[src/rtl/core/csvt_pkg.sv]
// csvt_pkg: shared types and character codes for the CSV field tokenizer.
// No dependencies; every csvt module refers to it by scoped names.
`default_nettype none

package csvt_pkg;

    localparam int unsigned ByteW = 8;
    localparam int unsigned KindW = 2;

    localparam logic [ByteW-1:0] ChQuote = 8'h22;
    localparam logic [ByteW-1:0] ChComma = 8'h2C;
    localparam logic [ByteW-1:0] ChLf    = 8'h0A;
    localparam logic [ByteW-1:0] ChCr    = 8'h0D;

    typedef enum logic [KindW-1:0] {
        KIND_DATA  = 2'd0,
        KIND_FIELD = 2'd1,
        KIND_ROW   = 2'd2
    } t_kind;

    // Parser flags carried from byte to byte
    typedef struct packed {
        logic in_quoted_field;
        logic quote_pending;
        logic skip_line_feed;
        logic field_nonempty;
        logic row_nonempty;
    } t_flags;

    // One token leaving the parser core
    typedef struct packed {
        logic             valid;
        logic [ByteW-1:0] char_val;
        t_kind            kind;
    } t_token;

endpackage

`default_nettype wire

[src/rtl/core/csv_field_tokenizer.sv]
// csv_field_tokenizer: top level of the streaming CSV tokenizer.
// Depends on csvt_pkg, csvt_in_stage, csvt_core and csvt_out_reg.
//
// Usage:
//   Input channel (i_in_valid / o_in_stall) carries one text byte, or an
//   end-of-data mark in i_end_of_data, per transfer. Output channel
//   (o_out_valid / i_out_stall) carries tokens: o_out_kind 0 is a field data
//   byte in o_out_char, 1 ends a field, 2 ends the field and the row
//   (o_out_char is 0 for kinds 1 and 2). A byte yields zero or one token.
//   A transferred byte is held in the input register, decoded from it, and
//   its token is loaded into the output register, from which it can then
//   transfer out. Throughput: one byte per cycle while the output is not
//   stalled; the parser flags are updated by one level of decode logic
//   between the input and the output register.
//   Stall: when the output register holds an untaken token and i_out_stall is
//   high, the byte in the input register holds and o_in_stall rises; bytes
//   that give no token still wait for that slot, so order is kept.
//   Reset (i_rst_n low, synchronous): both registers empty and all parser
//   flags cleared; an end-of-data item clears the flags the same way.
`default_nettype none

module csv_field_tokenizer (
    input  wire logic                       i_clk,
    input  wire logic                       i_rst_n,
    input  wire logic                       i_in_valid,
    output logic                            o_in_stall,
    input  wire logic [csvt_pkg::ByteW-1:0] i_in_byte,
    input  wire logic                       i_end_of_data,
    output logic                            o_out_valid,
    input  wire logic                       i_out_stall,
    output logic [csvt_pkg::ByteW-1:0]      o_out_char,
    output logic [csvt_pkg::KindW-1:0]      o_out_kind
);

    logic                       out_free;
    logic                       s1_valid;
    logic [csvt_pkg::ByteW-1:0] s1_byte;
    logic                       s1_eod;
    logic                       step;
    csvt_pkg::t_token           token;

    // Advance the held byte whenever the result slot can take its token
    assign step = s1_valid && out_free;

    csvt_in_stage u_in_stage (
        .i_clk         (i_clk),
        .i_rst_n       (i_rst_n),
        .i_in_valid    (i_in_valid),
        .i_in_byte     (i_in_byte),
        .i_end_of_data (i_end_of_data),
        .o_in_stall    (o_in_stall),
        .i_out_free    (out_free),
        .o_valid       (s1_valid),
        .o_byte        (s1_byte),
        .o_eod         (s1_eod)
    );

    csvt_core u_core (
        .i_clk   (i_clk),
        .i_rst_n (i_rst_n),
        .i_step  (step),
        .i_byte  (s1_byte),
        .i_eod   (s1_eod),
        .o_token (token)
    );

    csvt_out_reg u_out_reg (
        .i_clk       (i_clk),
        .i_rst_n     (i_rst_n),
        .i_step      (step),
        .i_token     (token),
        .i_out_stall (i_out_stall),
        .o_free      (out_free),
        .o_out_valid (o_out_valid),
        .o_out_char  (o_out_char),
        .o_out_kind  (o_out_kind)
    );

endmodule

`default_nettype wire

[src/rtl/core/csvt_in_stage.sv]
// csvt_in_stage: input register of the tokenizer with its stall generation.
// Depends on csvt_pkg for the byte width.
`default_nettype none

module csvt_in_stage (
    input  wire logic                      i_clk,
    input  wire logic                      i_rst_n,
    input  wire logic                      i_in_valid,
    input  wire logic [csvt_pkg::ByteW-1:0] i_in_byte,
    input  wire logic                      i_end_of_data,
    output logic                           o_in_stall,
    input  wire logic                      i_out_free,
    output logic                           o_valid,
    output logic [csvt_pkg::ByteW-1:0]     o_byte,
    output logic                           o_eod
);

    logic                       r_valid;
    logic [csvt_pkg::ByteW-1:0] r_byte;
    logic                       r_eod;
    logic                       load;

    // Hold the item while the result side cannot take its token
    assign o_in_stall = r_valid && !i_out_free;
    assign load       = !o_in_stall;

    always_ff @(posedge i_clk) begin
        if (!i_rst_n) begin
            r_valid <= 1'b0;
        end else if (load) begin
            r_valid <= i_in_valid;
        end
    end

    always_ff @(posedge i_clk) begin
        if (load && i_in_valid) begin
            r_byte <= i_in_byte;
            r_eod  <= i_end_of_data;
        end
    end

    assign o_valid = r_valid;
    assign o_byte  = r_byte;
    assign o_eod   = r_eod;

endmodule

`default_nettype wire

[src/rtl/core/csvt_core.sv]
// csvt_core: parser flags and the per-byte decode into one optional token.
// Depends on csvt_pkg for flag and token types and the character codes.
`default_nettype none

module csvt_core (
    input  wire logic                       i_clk,
    input  wire logic                       i_rst_n,
    input  wire logic                       i_step,
    input  wire logic [csvt_pkg::ByteW-1:0] i_byte,
    input  wire logic                       i_eod,
    output csvt_pkg::t_token                o_token
);

    csvt_pkg::t_flags r_flags;
    csvt_pkg::t_flags n_flags;

    always_comb begin
        logic plain;
        plain           = 1'b0;
        n_flags         = r_flags;
        o_token.valid    = 1'b0;
        o_token.char_val = '0;
        o_token.kind     = csvt_pkg::KIND_DATA;

        if (i_eod) begin
            // Flush a non-empty last row, then drop all state
            o_token.valid = r_flags.field_nonempty || r_flags.row_nonempty;
            o_token.kind  = csvt_pkg::KIND_ROW;
            n_flags       = '0;
        end else begin
            n_flags.skip_line_feed = 1'b0;
            if (r_flags.skip_line_feed && i_byte == csvt_pkg::ChLf) begin
                // swallow LF of CRLF
            end else if (r_flags.quote_pending) begin
                n_flags.quote_pending = 1'b0;
                if (i_byte == csvt_pkg::ChQuote) begin
                    n_flags.field_nonempty = 1'b1;
                    o_token.valid          = 1'b1;
                    o_token.char_val       = csvt_pkg::ChQuote;
                end else begin
                    // section closes; byte falls through as unquoted text
                    n_flags.in_quoted_field = 1'b0;
                    plain                   = 1'b1;
                end
            end else if (r_flags.in_quoted_field) begin
                if (i_byte == csvt_pkg::ChQuote) begin
                    n_flags.quote_pending = 1'b1;
                end else begin
                    n_flags.field_nonempty = 1'b1;
                    o_token.valid          = 1'b1;
                    o_token.char_val       = i_byte;
                end
            end else begin
                plain = 1'b1;
            end

            if (plain) begin
                if (i_byte == csvt_pkg::ChQuote) begin
                    n_flags.in_quoted_field = 1'b1;
                end else if (i_byte == csvt_pkg::ChComma) begin
                    n_flags.field_nonempty = 1'b0;
                    n_flags.row_nonempty   = 1'b1;
                    o_token.valid          = 1'b1;
                    o_token.kind           = csvt_pkg::KIND_FIELD;
                end else if (i_byte == csvt_pkg::ChLf || i_byte == csvt_pkg::ChCr) begin
                    n_flags.skip_line_feed = (i_byte == csvt_pkg::ChCr);
                    n_flags.field_nonempty = 1'b0;
                    n_flags.row_nonempty   = 1'b0;
                    o_token.valid          = 1'b1;
                    o_token.kind           = csvt_pkg::KIND_ROW;
                end else begin
                    n_flags.field_nonempty = 1'b1;
                    o_token.valid          = 1'b1;
                    o_token.char_val       = i_byte;
                end
            end
        end
    end

    always_ff @(posedge i_clk) begin
        if (!i_rst_n) begin
            r_flags <= '0;
        end else if (i_step) begin
            r_flags <= n_flags;
        end
    end

endmodule

`default_nettype wire

[src/rtl/core/csvt_out_reg.sv]
// csvt_out_reg: result register holding one token until the receiver takes it.
// Depends on csvt_pkg for the token type.
`default_nettype none

module csvt_out_reg (
    input  wire logic                  i_clk,
    input  wire logic                  i_rst_n,
    input  wire logic                  i_step,
    input  csvt_pkg::t_token           i_token,
    input  wire logic                  i_out_stall,
    output logic                       o_free,
    output logic                       o_out_valid,
    output logic [csvt_pkg::ByteW-1:0] o_out_char,
    output logic [csvt_pkg::KindW-1:0] o_out_kind
);

    logic                       r_valid;
    logic [csvt_pkg::ByteW-1:0] r_char;
    csvt_pkg::t_kind            r_kind;

    // Free when empty or when the held token transfers this cycle
    assign o_free = !r_valid || !i_out_stall;

    always_ff @(posedge i_clk) begin
        if (!i_rst_n) begin
            r_valid <= 1'b0;
        end else if (o_free) begin
            r_valid <= i_step && i_token.valid;
        end
    end

    always_ff @(posedge i_clk) begin
        if (o_free && i_step && i_token.valid) begin
            r_char <= i_token.char_val;
            r_kind <= i_token.kind;
        end
    end

    assign o_out_valid = r_valid;
    assign o_out_char  = r_char;
    assign o_out_kind  = r_kind;

endmodule

`default_nettype wire
[config.mk]
export PLATFORM = sky130hd
export DESIGN_NAME = csv_field_tokenizer
export DESIGN_NICKNAME = d
export VERILOG_FILES = /design/src/rtl/core/csvt_pkg.sv /design/src/rtl/core/csv_field_tokenizer.sv /design/src/rtl/core/csvt_in_stage.sv /design/src/rtl/core/csvt_core.sv /design/src/rtl/core/csvt_out_reg.sv
export SDC_FILE = /design/constraint.sdc
export NUM_CORES = 1
export LEC_CHECK = 0
export BUFFER_PORTS_ARGS = -buffer_cell sky130_fd_sc_hd__buf_2
export CAP_MARGIN = 40
export CORE_UTILIZATION = 40
export CTS_CLUSTER_DIAMETER = 150
export DETAILED_ROUTE_END_ITERATION = 12
export PLACE_DENSITY = 0.57
export SLEW_MARGIN = 20
export SYNTH_ARGS = -nofsm -noshare
export SYNTH_HDL_FRONTEND = slang
export SYNTH_HIERARCHICAL = 1
export SYNTH_SLANG_ARGS = --single-unit
[constraint.sdc]
create_clock -name i_clk -period 6.85 [get_ports i_clk]
set_input_delay 1.37 -clock i_clk [delete_from_list [all_inputs] [get_ports i_clk]]
set_output_delay 1.37 -clock i_clk [all_outputs]
set_load 0.02 [all_outputs]
# Word level (Yosys, flattened, before mapping)
# Cells that the tools add are included.
[word_totals]
reg_bits = 26
input_bits = 13
elab_cells = 76
[classes]
n_eq_ne = 6
n_mux = 38
n_bitwise = 1
n_reduce_logical = 19
[op_table]
columns = ["operator", "count"]
rows = [
  ["2-to-1 mux 9 bit", 5],
  ["2-to-1 mux 1 bit", 22],
  ["2-to-1 mux 11 bit", 2],
  ["== test 8 x 4 -> 1 bit (second input constant)", 2],
  ["== test 8 x 6 -> 1 bit (second input constant)", 2],
  ["2-to-1 mux 8 bit", 2],
  ["2-to-1 mux 2 bit", 4],
  ["logical AND 1 bit", 7],
  ["2-to-1 mux 3 bit", 2],
  ["2-to-1 mux 5 bit", 1],
  ["zero test 1 bit", 4],
  ["!= test 2 bit (second input constant)", 2],
  ["AND reduction 4 bit", 1],
  ["logical OR 1 bit", 3],
  ["nonzero test 3 bit", 1],
  ["OR reduction 3 bit", 1],
  ["AND reduction 2 bit", 1],
  ["nonzero test 2 bit", 1],
  ["NOT 1 bit", 1],
]

# Logic depth before layout (Yosys ltp)
# Gate-level depths: netlist (run 1).
[logic_depth]
depth_word = 11
ltp_mapped = 7
ltp_nobuf = 7

# Hierarchy
# The synthesis (run 1) kept the hierarchy.
[by_module_without_submodules]
columns = ["mod", "n_inst", "cells_each", "area_each_um2"]
rows = [
  ["csvt_core", 1, 74, 536.8],
  ["csvt_out_reg", 1, 15, 346.6],
  ["csvt_in_stage", 1, 13, 317.8],
  ["csv_field_tokenizer", 1, 1, 6.3],
]

# Worst setup path after synthesis (run 1)
# OpenSTA, ideal clock, no wires.
[synth_timing]
path_type = "input to output"
from = "input port i_out_stall"
to = "output port o_in_stall"
arrival_time_ps = 1638
slack_ps = 3842
stages = 2
cell_sequence = "nand2_2 nor2b_4"
[synth_via]
elab_chain_cells = 4
[synth_rtl]
columns = ["element", "line", "rtl"]
rows = [
  ["start, declared", "csv_field_tokenizer.sv:30", "input wire logic i_out_stall,"],
  ["zero test 1 bit", "csvt_out_reg.sv:22", "assign o_free = !r_valid || !i_out_stall;"],
  ["logical OR 1 bit", "csvt_out_reg.sv:22", ""],
  ["zero test 1 bit", "csvt_in_stage.sv:24", "assign o_in_stall = r_valid && !i_out_free;"],
  ["logical AND 1 bit", "csvt_in_stage.sv:24", ""],
  ["end, declared", "csv_field_tokenizer.sv:26", "output logic o_in_stall,"],
]
# Every way passes these cells.

# Worst setup path in the final report (run 1)
[layout_timing]
from = "input port i_out_stall"
to = "output port o_in_stall"
[layout_via]
elab_chain_cells = 4
[layout_rtl]
columns = ["element", "line", "rtl"]
rows = [
  ["zero test 1 bit", "csvt_out_reg.sv:22", ""],
  ["logical OR 1 bit", "csvt_out_reg.sv:22", ""],
  ["via out_free", "csv_field_tokenizer.sv:35", "logic out_free;"],
  ["zero test 1 bit", "csvt_in_stage.sv:24", ""],
  ["logical AND 1 bit", "csvt_in_stage.sv:24", ""],
]
# The timed path passes the listed nets, and every way through them passes these cells.

==> results of run 1 <==
## cell families (layout without fill, tap and decap cells)
| group | Yosys count | count (layout) | synth area share [%] |
|---|---|---|---|
| simple gates | 48 | 48 | 24.9 |
| flops | 26 | 26 | 58.9 |
| compound gates | 24 | 24 | 13.5 |
| mux | 1 | 1 | 0.829 |
| xor+xnor | 1 | 1 | 0.726 |
| buf+inv | 3 | 30 | 1.24 |
## path summary, 6_finish.rpt
path                                  end  slack [ns]  cells after the start
hold reg to reg         u_core/r_flags[0]        0.49                      2
hold / removal          u_core/r_flags[0]        0.49                      2
setup / recovery               o_in_stall        3.63                      4
setup reg to reg  u_out_reg/o_out_char[4]        4.64                      7
## layer usage
metal,part of all wire [%],track usage [%],vias up
met1,47,18.4,401
met4,1.7,8.36,0
li1,-,-,441
met5,0,0,-
met3,4.0,3.40,4
met2,47,24.5,23
## cell type report
class	count	area (sq um)	area share [%]
flip-flops and latches	26	711	51.2
repair buffers	25	128	9.19
inverters	1	3.75	0.270
clock inverters	1	3.75	0.270
well taps	31	38.8	2.79
multi-input cells	74	482	34.7
clock buffers	3	22.5	1.62
## state kept, by name, indices dropped and copies added (netlist names)
name                   flops
u_core/r_flags             5
u_in_stage/o_byte          8
u_in_stage/o_eod           1
u_in_stage/o_valid         1
u_out_reg/o_out_char       8
u_out_reg/o_out_kind       2
u_out_reg/o_out_valid      1
## synth_stat cells
library cell  instances
and3_1                1
o32a_1                1
a21boi_0              1
a21oi_1               7
nand3b_1              2
inv_1                 1
nand2_1               6
and2_1                4
nor3b_1               3
and3b_1               1
nand2b_1              4
or4b_4                2
buf_4                 1
a31oi_1               1
nor2_1                6
a31o_1                1
nor3_1                1
nor2b_1               7
clkbuf_1              1
o21a_1                3
o21ai_0               4
mux2i_1               1
and4_1                1
o211ai_1              3
or3b_1                1
edfxtp_1             19
o211a_1               1
nand2_2               1
xnor2_1               1
nor2b_4               1
a31o_2                1
a21boi_2              1
nand4_1               2
nand3_1               4
dfxtp_1               7
nor4_1                1
## metrics by stage
step	util (%)	setup slack, ns	hold WS, ns	instance area (sq um)	power (mW)
floorplan	-	3.84	0.450	1210	0.200
global placement	48.3	3.65	0.463	1360	0.210
detailed placement	48.6	3.63	0.473	1360	0.211
CTS	49.5	3.63	0.493	1390	0.275
global route	49.5	3.60	0.540	1390	0.286
finish	49.5	3.63	0.488	1390	0.271
## power breakdown
group	switching [mW]	leakage, nW	total, mW	internal [mW]
combinational	0.0146	0.275	0.0258	0.0112
sequential	0.00526	0.236	0.182	0.176
clock	0.0423	0.0154	0.0636	0.0213
total	0.0621	0.527	0.271	0.209
## critical path, cell delays in order
cell	delay, ns
buf_2	0.10
nand2_2	0.08
nor2b_4	0.13
buf_2	0.17
## cells in the final DEF, fill, tap and decap left out, drive strengths merged
cell type and instances:
and2 4, clkbuf 3, and3 1, nor2b 8, a31oi 1, nand3 4
or3b 1, nor2 6, o21a 3, o21ai 4, nor3 1, o211ai 3
mux2i 1, o211a 1, o32a 1, a21boi 2, buf 25, nand3b 2
and3b 1, edfxtp 19, or4b 2, and4 1, nor3b 3, nor4 1
nand2 7, dfxtp 7, clkinv 1, nand2b 4, nand4 2, a21oi 7
xnor2 1, a31o 2, inv 1
==> metrics.yaml, run 1 <==
grt:
  grt-ovfl-total: 0
  grt_use_total_pct: 15.0
  grt_antenna_before_repair: 0
  grt_pass1_vias: 812
  grt_max_degree: 15
  grt_pass1_wl_mm: 3.65
timing:
  hold_viol: 0
  setup_viol: 0
  slew_viol_final: 0
  worst_slew_pin_slew_ns: 0.712
  timing.final.crit_period_ns: 3.22
  final.setup.tns_ns: 0
  rsz0062_at_grt: "false"
  slew_headroom_pct: 52.4
  timing.final.crit_share_pct: 47.0
  clock_skew_ns: 0.0133
  max_freq_ghz: 0.311
synth:
  netlist.area_leader.share_pct: 47.3
  ys_seq_area_share_pct: 58.9
  synth-seq-cells: 26
  syn-cell-area_sq_um: 1210
  synth.distinct_cells: 36
  yosys.area.top_type: "edfxtp_1"
  synthTopCellsByArea: "edfxtp_1, dfxtp_1, nor2b_1"
  synth_fp_nets: 116
  yosysWarningCount: 6
  synth_cells: 103
  synth_area_per_cell_sq_um: 11.7
power_and_ir_drop:
  vdd_ir_drop_max_mv: 0.134
  p_per_area_nw_per_um2: 195
  leakagePower_nw: 0.527
clocking:
  clock-sinks: 26
  clkTransAtPathRegs_ns: 0.14
  ctsHoldBuffers: 0
  tritoncts: "built"
  htree_levels: 1
  cts_buffers: 3
  clk-insertion-delay-late_ns: 0.32
  post_cts_buffers: 0
  cts_buffer_depth: 2
  cts-resized-gates: 0
  clockRootBuffer: "clkbuf_4"
worst_setup_path:
  worst-endpoint-required_ns: 5.48
  r2r_start: "u_in_stage/o_byte[0]"
  critPathMaxFanout: 3
  startpoint_type: "input pin"
  worstPathArrival_ns: 1.85
  critPathLaunch: "i_out_stall"
  path_class: "input pin to output port"
  critPathCaptureType: "output port"
placed_design:
  io_buffers: 24
  hpwl_mm: 1.66
  gp_congestion: 0.835
  place_inst: 157
detailed_routing:
  post_drt_wl_per_cell_um: 13.3
  viasPerCell: 5.40
  drc: 0
  drt-total-wl_mm: 2.15
  drt-initial-drc-count: 16
  vias: 869
  firstDrtPassIters: 4
  ant_nets: 0
flow_run:
  drv_cap: 0
final_layout:
  fillers: 266
  fin_nets: 144
  drive_gt1_share_pct: 26.2
  n_antenna_cell: 0
  fin_cells: 161
  area_delta_synth_final_pct: 15.0
floorplan:
  die_h_um: 56.9
  die_area_sq_um: 3240
  die_x_um: 56.9
  core-area_sq_um: 2810
  core.rowCount: 19
  ios: 25
  start_util_pct: 43.0
min_path:
  hp-class: "flop to flop"
  hp-start: "u_core/r_flags[0]"
outcome:
  outcome: "completed"
(Power assumes the default switching activity.)
==> inputs of run 2 (changes only) <==
--- a/config.mk
+++ b/config.mk
@@ -10,7 +10,7 @@
 export CORE_UTILIZATION = 40
 export CTS_CLUSTER_DIAMETER = 150
 export DETAILED_ROUTE_END_ITERATION = 12
-export PLACE_DENSITY = 0.57
+export PLACE_DENSITY = 0.6
 export SLEW_MARGIN = 20
 export SYNTH_ARGS = -nofsm -noshare
 export SYNTH_HDL_FRONTEND = slang
==> constraint.sdc (replaced) <==
create_clock -name i_clk -period 2.8 [get_ports i_clk]
set_input_delay 0.56 -clock i_clk [delete_from_list [all_inputs] [get_ports i_clk]]
set_output_delay 0.56 -clock i_clk [all_outputs]
set_load 0.02 [all_outputs]
==> run 2 against run 1 <==
Effect of this change:
- the run now ends with design-rule violations left
- worst hold slack lost 0.080 ns
- global-route usage is 0.12 points lower
- critical path depth grew 1
- clock power is 150% higher
- via count increased by 2.3%
- critical path type is now flop to flop
- largest cell class unchanged
- largest power group unchanged
==> metrics.yaml, run 2 (synthesized netlist as in run 1, its figures left out) <==
clocking:
  cts-resized-gates: 0  # unchanged
  cts_buffers: 3  # unchanged
  clockRootBuffer: "clkbuf_4"  # unchanged
  clk-insertion-delay-late_ns: 0.31  # was 0.32 ns
  post_cts_buffers: 0  # unchanged
  clock-sinks: 26  # unchanged
  ctsHoldBuffers: 0  # unchanged
  cts_buffer_depth: 2  # unchanged
  htree_levels: 1  # unchanged
  clkTransAtPathRegs_ns: 0.13  # was 0.14 ns
  tritoncts: "built"  # unchanged
worst_setup_path:
  r2r-end: "u_out_reg/o_out_char[1]"  # was u_out_reg/o_out_char[4]
  critPathCaptureType: "flop"  # was output port
  r2r_slack_ns: 0.65  # was 4.64 ns
  crit_chain: "or4b_4 -> or4b_4 -> o21ai_0 -> a21oi_1 -> and2_1"  # was buf_2 -> nand2_2 -> nor2b_4 -> buf_2
  worst_path_largest_cell_delay_ns: 0.59  # was 0.17 ns
  critPathLaunch: "u_in_stage/o_byte[4]"  # was i_out_stall
  startpoint_type: "flop"  # was input pin
  r2r_start: "u_in_stage/o_byte[4]"  # was u_in_stage/o_byte[0]
  worst-endpoint-required_ns: 2.89  # was 5.48 ns
  reg2reg_depth: 5  # was 7
  critPathSlowestCell: "or4b_4"  # was buf_2
  worstPathArrival_ns: 2.24  # was 1.85 ns
  path_class: "flop to flop"  # was input pin to output port
  path_common_cell: "or4b_4"  # was buf_2
  critPathMaxFanout: 5  # was 3
  crit_end: "u_out_reg/o_out_char[1]"  # was o_in_stall
flow_run:
  drv_cap: 0  # unchanged
final_layout:
  layout_commonest_cell: "buf_2"  # unchanged
  fin_nets: 147  # was 144
  layout_common_cells: "buf_2, edfxtp_1, nor2b_1, a21oi_1, dfxtp_1"  # unchanged
  drive_gt1_share_pct: 27.8  # was 26.2%
  area_delta_synth_final_pct: 16.9  # was 15.0%
  n_antenna_cell: 0  # unchanged
  final_area_sq_um: 1410  # was 1390 sq um
grt:
  grt-ovfl-total: 0  # unchanged
  grt_antenna_before_repair: 0  # unchanged
  grt_pass1_vias: 870  # was 812
  grt_use_total_pct: 14.9  # was 15.0%
  grt_max_degree: 15  # unchanged
  grt_pass1_wl_mm: 3.78  # was 3.65 mm
detailed_routing:
  ant_nets: 0  # unchanged
  drt-initial-drc-count: 34  # was 16
  viasPerCell: 5.42  # was 5.40
  drc: 2  # was 0
  vias: 889  # was 869
  post_drt_wl_per_cell_um: 13.3  # about the same
  drt-total-wl_mm: 2.18  # was 2.15 mm
  firstDrtPassIters: 8  # was 4
timing:
  slew_viol_final: 0  # unchanged
  max_freq_ghz: 0.465
  hold_viol: 0  # unchanged
  final.setup.tns_ns: 0  # unchanged
  clock_skew_ns: 0.00485  # was 0.0133 ns
  slew_headroom_pct: 52.4  # about the same
  timing.final.crit_period_ns: 2.15
  setup_viol: 0  # unchanged
  rsz0062_at_grt: "false"  # unchanged
  hold_ws_ns: 0.408  # was 0.488 ns
  layout_setup_ws_ns: 0.652  # was 3.63 ns
  worst_slew_pin_slew_ns: 0.712  # about the same
  timing.final.crit_share_pct: 76.7
floorplan:
  die_h_um: 56.9  # unchanged
  start_util_pct: 43.0  # unchanged
  core.rowCount: 19  # unchanged
  die_x_um: 56.9  # unchanged
  ios: 25  # unchanged
  die_area_sq_um: 3240  # unchanged
  core-area_sq_um: 2810  # unchanged
placed_design:
  gp_congestion: 0.842  # was 0.835
  pre_cts_ws_ns: 0.674  # was 3.63 ns
  hpwl_mm: 1.58  # was 1.66 mm
  dpl_cell_area_sq_um: 1390  # was 1360 sq um
  io_buffers: 24  # unchanged
min_path:
  whs_path_depth: 1  # was 2
  hp-start: "i_in_byte[7]"  # was u_core/r_flags[0]
  hp-class: "input pin to flop"  # was flop to flop
outcome:
  outcome: "finished with violations"  # was completed
  violations: "design-rule violations"
power_and_ir_drop:
  leakagePower_nw: 0.542  # was 0.527 nW
  vdd_ir_drop_max_mv: 0.231  # was 0.134 mV
  p_per_area_nw_per_um2: 473  # was 195 nW/um^2
run 2: critical path, delay by kind of cell (launching register included):
family / cells / cell delay, ns
AND/OR/NAND/NOR: 3 / 1.29
flip-flops: 1 / 0.43
AO/OA/AOI/OAI: 2 / 0.19
run 2: where the power goes:
part | switching (mW) | leakage [nW] | total, mW | internal [mW]
Clock | 0.105 | 0.0154 | 0.158 | 0.0521
Combinational | 0.0359 | 0.291 | 0.0660 | 0.0301
Sequential | 0.0132 | 0.236 | 0.445 | 0.431
run 2: how the worst min path moves through the flow:
stage	to	slack, ns
2_1_floorplan	u_core/r_flags[0]	0.45
3_3_place_gp	u_core/r_flags[0]	0.47
3_5_place_dp	u_core/r_flags[0]	0.48
4_1_cts	u_in_stage/o_byte[2]	0.39
5_1_grt	u_in_stage/o_byte[0]	0.38
6_report	u_in_stage/o_byte[7]	0.41
run 2: through the flow:
stage / utilization [%] / power [mW] / std cells
2_1_floorplan: - / 0.490 / 103
3_3_place_gp: 49.1 / 0.518 / 159
3_5_place_dp: 49.4 / 0.519 / 160
4_1_cts: 50.3 / 0.678 / 164
5_1_grt: 50.3 / 0.704 / 164
6_report: 50.3 / 0.668 / 164
run 2: layout make-up:
cell class / count / area (sq um)
Inverter: 1 / 3.75
Fill cell: 257 / 1390
Sequential cell: 26 / 711
Clock inverter: 1 / 3.75
Timing Repair Buffer: 28 / 150
Clock buffer: 3 / 22.5
Multi-Input combinational cell: 74 / 482
Tap cell: 31 / 38.8
run 2: metal layers:
layer  wire length, um  global-route usage, %
met1              1020                   19.3
met2              1040                   24.7
met3                98                   2.04
met4                18                   7.32
met5                 0                      0
==> inputs of run 3 (changes only) <==
==> constraint.sdc (replaced) <==
create_clock -name i_clk -period 1.9 [get_ports i_clk]
set_input_delay 0.38 -clock i_clk [delete_from_list [all_inputs] [get_ports i_clk]]
set_output_delay 0.38 -clock i_clk [all_outputs]
set_load 0.02 [all_outputs]
==> run 3 against run 2 <==
Effect of this change:
- the run ends with negative setup slack left
- final area rose by 15%
- register-to-register slack worse by 0.78 ns
- critical endpoint is now u_out_reg/o_out_char[0]
- non-clock buffer count is 18 higher
- combinational power rose by 110%
- first-iteration DRC count fell by 2.9%
- largest power group unchanged
- critical path depth unchanged
- worst hold slack worse by 0.18 ns
- clock-buffer cell count is 1 higher
- via count rose by 9.6%
- largest cell class unchanged
- critical path type unchanged
- sequential power up 46%
==> metrics.yaml, run 3 (synthesized netlist as in run 1, its figures left out) <==
timing:
  slew_viol_final: 0  # unchanged
  clock_skew_ns: 0.00284  # was 0.00485 ns
  timing.final.crit_period_ns: 2.03  # was 2.15 ns
  worst_slew_pin_slew_ns: 0.436  # was 0.712 ns
  hold_viol: 0  # unchanged
  layout_setup_ws_ns: -0.132  # was 0.652 ns
  rsz0062_at_grt: "true"  # was false
  max_freq_ghz: 0.492  # was 0.465 GHz
  slew_headroom_pct: 70.9  # was 52.4%
  setup_viol: 17  # was 0
  timing.final.crit_share_pct: 107  # was 76.7%
placed_design:
  io_buffers: 24  # unchanged
  gp_congestion: 0.870  # was 0.842
  place_inst: 172  # was 160
  hpwl_mm: 1.71  # was 1.58 mm
clocking:
  cts_buffer_depth: 2  # unchanged
  tritoncts: "built"  # unchanged
  clockRootBuffer: "clkbuf_4"  # unchanged
  htree_levels: 1  # unchanged
  clk-insertion-delay-late_ns: 0.31  # about the same
  clock-sinks: 26  # unchanged
  clkTransAtPathRegs_ns: 0.13  # about the same
  ctsHoldBuffers: 0  # unchanged
  cts_buffers: 3  # unchanged
power_and_ir_drop:
  finalPower_mw: 1.06  # was 668 uW
  leakagePower_nw: 0.647  # was 0.542 nW
  vdd_ir_drop_max_mv: 0.450  # was 0.231 mV
  p_per_area_nw_per_um2: 651  # was 473 nW/um^2
floorplan:
  die_x_um: 56.9  # unchanged
  ios: 25  # unchanged
  core-area_sq_um: 2810  # unchanged
  start_util_pct: 43.0  # unchanged
  die_area_sq_um: 3240  # unchanged
  core.rowCount: 19  # unchanged
  die_h_um: 56.9  # unchanged
detailed_routing:
  drt-total-wl_mm: 2.43  # was 2.18 mm
  viasPerCell: 5.35  # was 5.42
  post_drt_wl_per_cell_um: 13.3  # about the same
  drt-initial-drc-count: 33  # was 34
  vias: 974  # was 889
  firstDrtPassIters: 4  # was 8
  drc: 0  # was 2
  ant_nets: 0  # unchanged
outcome:
  outcome: "finished with violations"  # unchanged
  violations: "negative setup slack"  # was design-rule violations
min_path:
  hp-class: "input pin to flop"  # unchanged
worst_setup_path:
  path_class: "flop to flop"  # unchanged
  startpoint_type: "flop"  # unchanged
  worst-endpoint-required_ns: 1.99  # was 2.89 ns
  critPathSlowestCell: "or4b_4"  # unchanged
  critPathCaptureType: "flop"  # unchanged
  worst_path_largest_cell_delay_ns: 0.55  # was 0.59 ns
  critPathMaxFanout: 3  # was 5
  crit_chain: "or4b_4 -> or4b_4 -> nand2_2 -> a21oi_2 -> and2_1"  # was or4b_4 -> or4b_4 -> o21ai_0 -> a21oi_1 -> and2_1
  worstPathArrival_ns: 2.12  # was 2.24 ns
  path_common_cell: "or4b_4"  # unchanged
final_layout:
  n_antenna_cell: 0  # unchanged
  fin_cells: 182  # was 164
  area_delta_synth_final_pct: 34.7  # was 16.9%
  layout_common_cells: "buf_2, edfxtp_1, buf_4"  # was buf_2, edfxtp_1, nor2b_1, a21oi_1, dfxtp_1
  layout_commonest_cell: "buf_2"  # unchanged
  final_util_pct: 58.0  # was 50.3%
  fin_nets: 165  # was 147
  drive_gt1_share_pct: 41.7  # was 27.8%
grt:
  grt_use_total_pct: 14.9  # about the same
  grt_pass1_vias: 862  # was 870
  grt_antenna_before_repair: 0  # unchanged
  grt_pass1_wl_mm: 3.66  # was 3.78 mm
  grt_max_degree: 15  # unchanged
  grt-ovfl-total: 0  # unchanged
flow_run:
  drv_cap: 0  # unchanged
-- run 3: cell count changes in the layout (fill, tap and decap cells not counted), sizes merged --
cell	before	now
buf	28	45
clkbuf	3	5
clkinv	1	0
-- run 3: through the flow --
stage | setup WS, ns | area, sq um | hold WS (ns) | TNS [ns]
after floorplan | -0.114 | 1220 | 0.450 | -0.392
after global placement | -0.105 | 1500 | 0.460 | -0.423
after detailed placement | -0.118 | 1500 | 0.492 | -0.551
after CTS | -0.139 | 1540 | 0.211 | -0.679
after global routing | -0.207 | 1630 | 0.200 | -2.84
final | -0.132 | 1630 | 0.228 | -1.66
-- run 3: area by class of cell --
class	instances	area [sq um]
fillers	239	1180
clock buffers	4	36.3
multi-input cells	74	514
repair buffers	46	323
flip-flops and latches	26	711
well taps	31	38.8
inverters	1	3.75
-- run 3: worst max-delay path: cells and delay by family, from the launching register on --
kind / cells / cell delay, ns
DFF: 1 / 0.41
AOI/OAI and AO/OA: 1 / 0.06
and+or+nand+nor: 4 / 1.34
-- run 3: power breakdown --
| group | internal [mW] | total (mW) | switching [mW] | leakage [nW] |
|---|---|---|---|---|
| sequential | 0.635 | 0.649 | 0.0136 | 0.236 |
| combinational | 0.0716 | 0.140 | 0.0688 | 0.390 |
| clock | 0.117 | 0.269 | 0.152 | 0.0210 |
-- run 3: path summary, 6_finish.rpt --
kind	from	to	slack, ns	cells past startpoint
max	u_in_stage/o_byte[6]	u_out_reg/o_out_char[0]	-0.13	5
min	i_in_byte[0]	u_in_stage/o_byte[0]	0.23	1
max reg2reg	u_in_stage/o_byte[6]	u_out_reg/o_out_char[0]	-0.13	5
min reg2reg	u_core/r_flags[0]	u_core/r_flags[0]	0.50	2
-- run 3: repair_timing --
action                                  4_1_cts  5_1_grt
cloned                                        0        1
setup buffers                                 1        4
pin swaps                                     1        1
gates resized for setup                       0        9
endpoints found under the setup margin        6       19
-- run 3: routing by layer --
layer  global-route usage (%)  part of all wire, %  up-vias
met5                        0                    0        -
met3                     4.54                  4.5        2
li1                         -                    -      482
met2                     25.4                   50       29
met1                     17.6                   44      461
met4                     6.27                 0.70        0
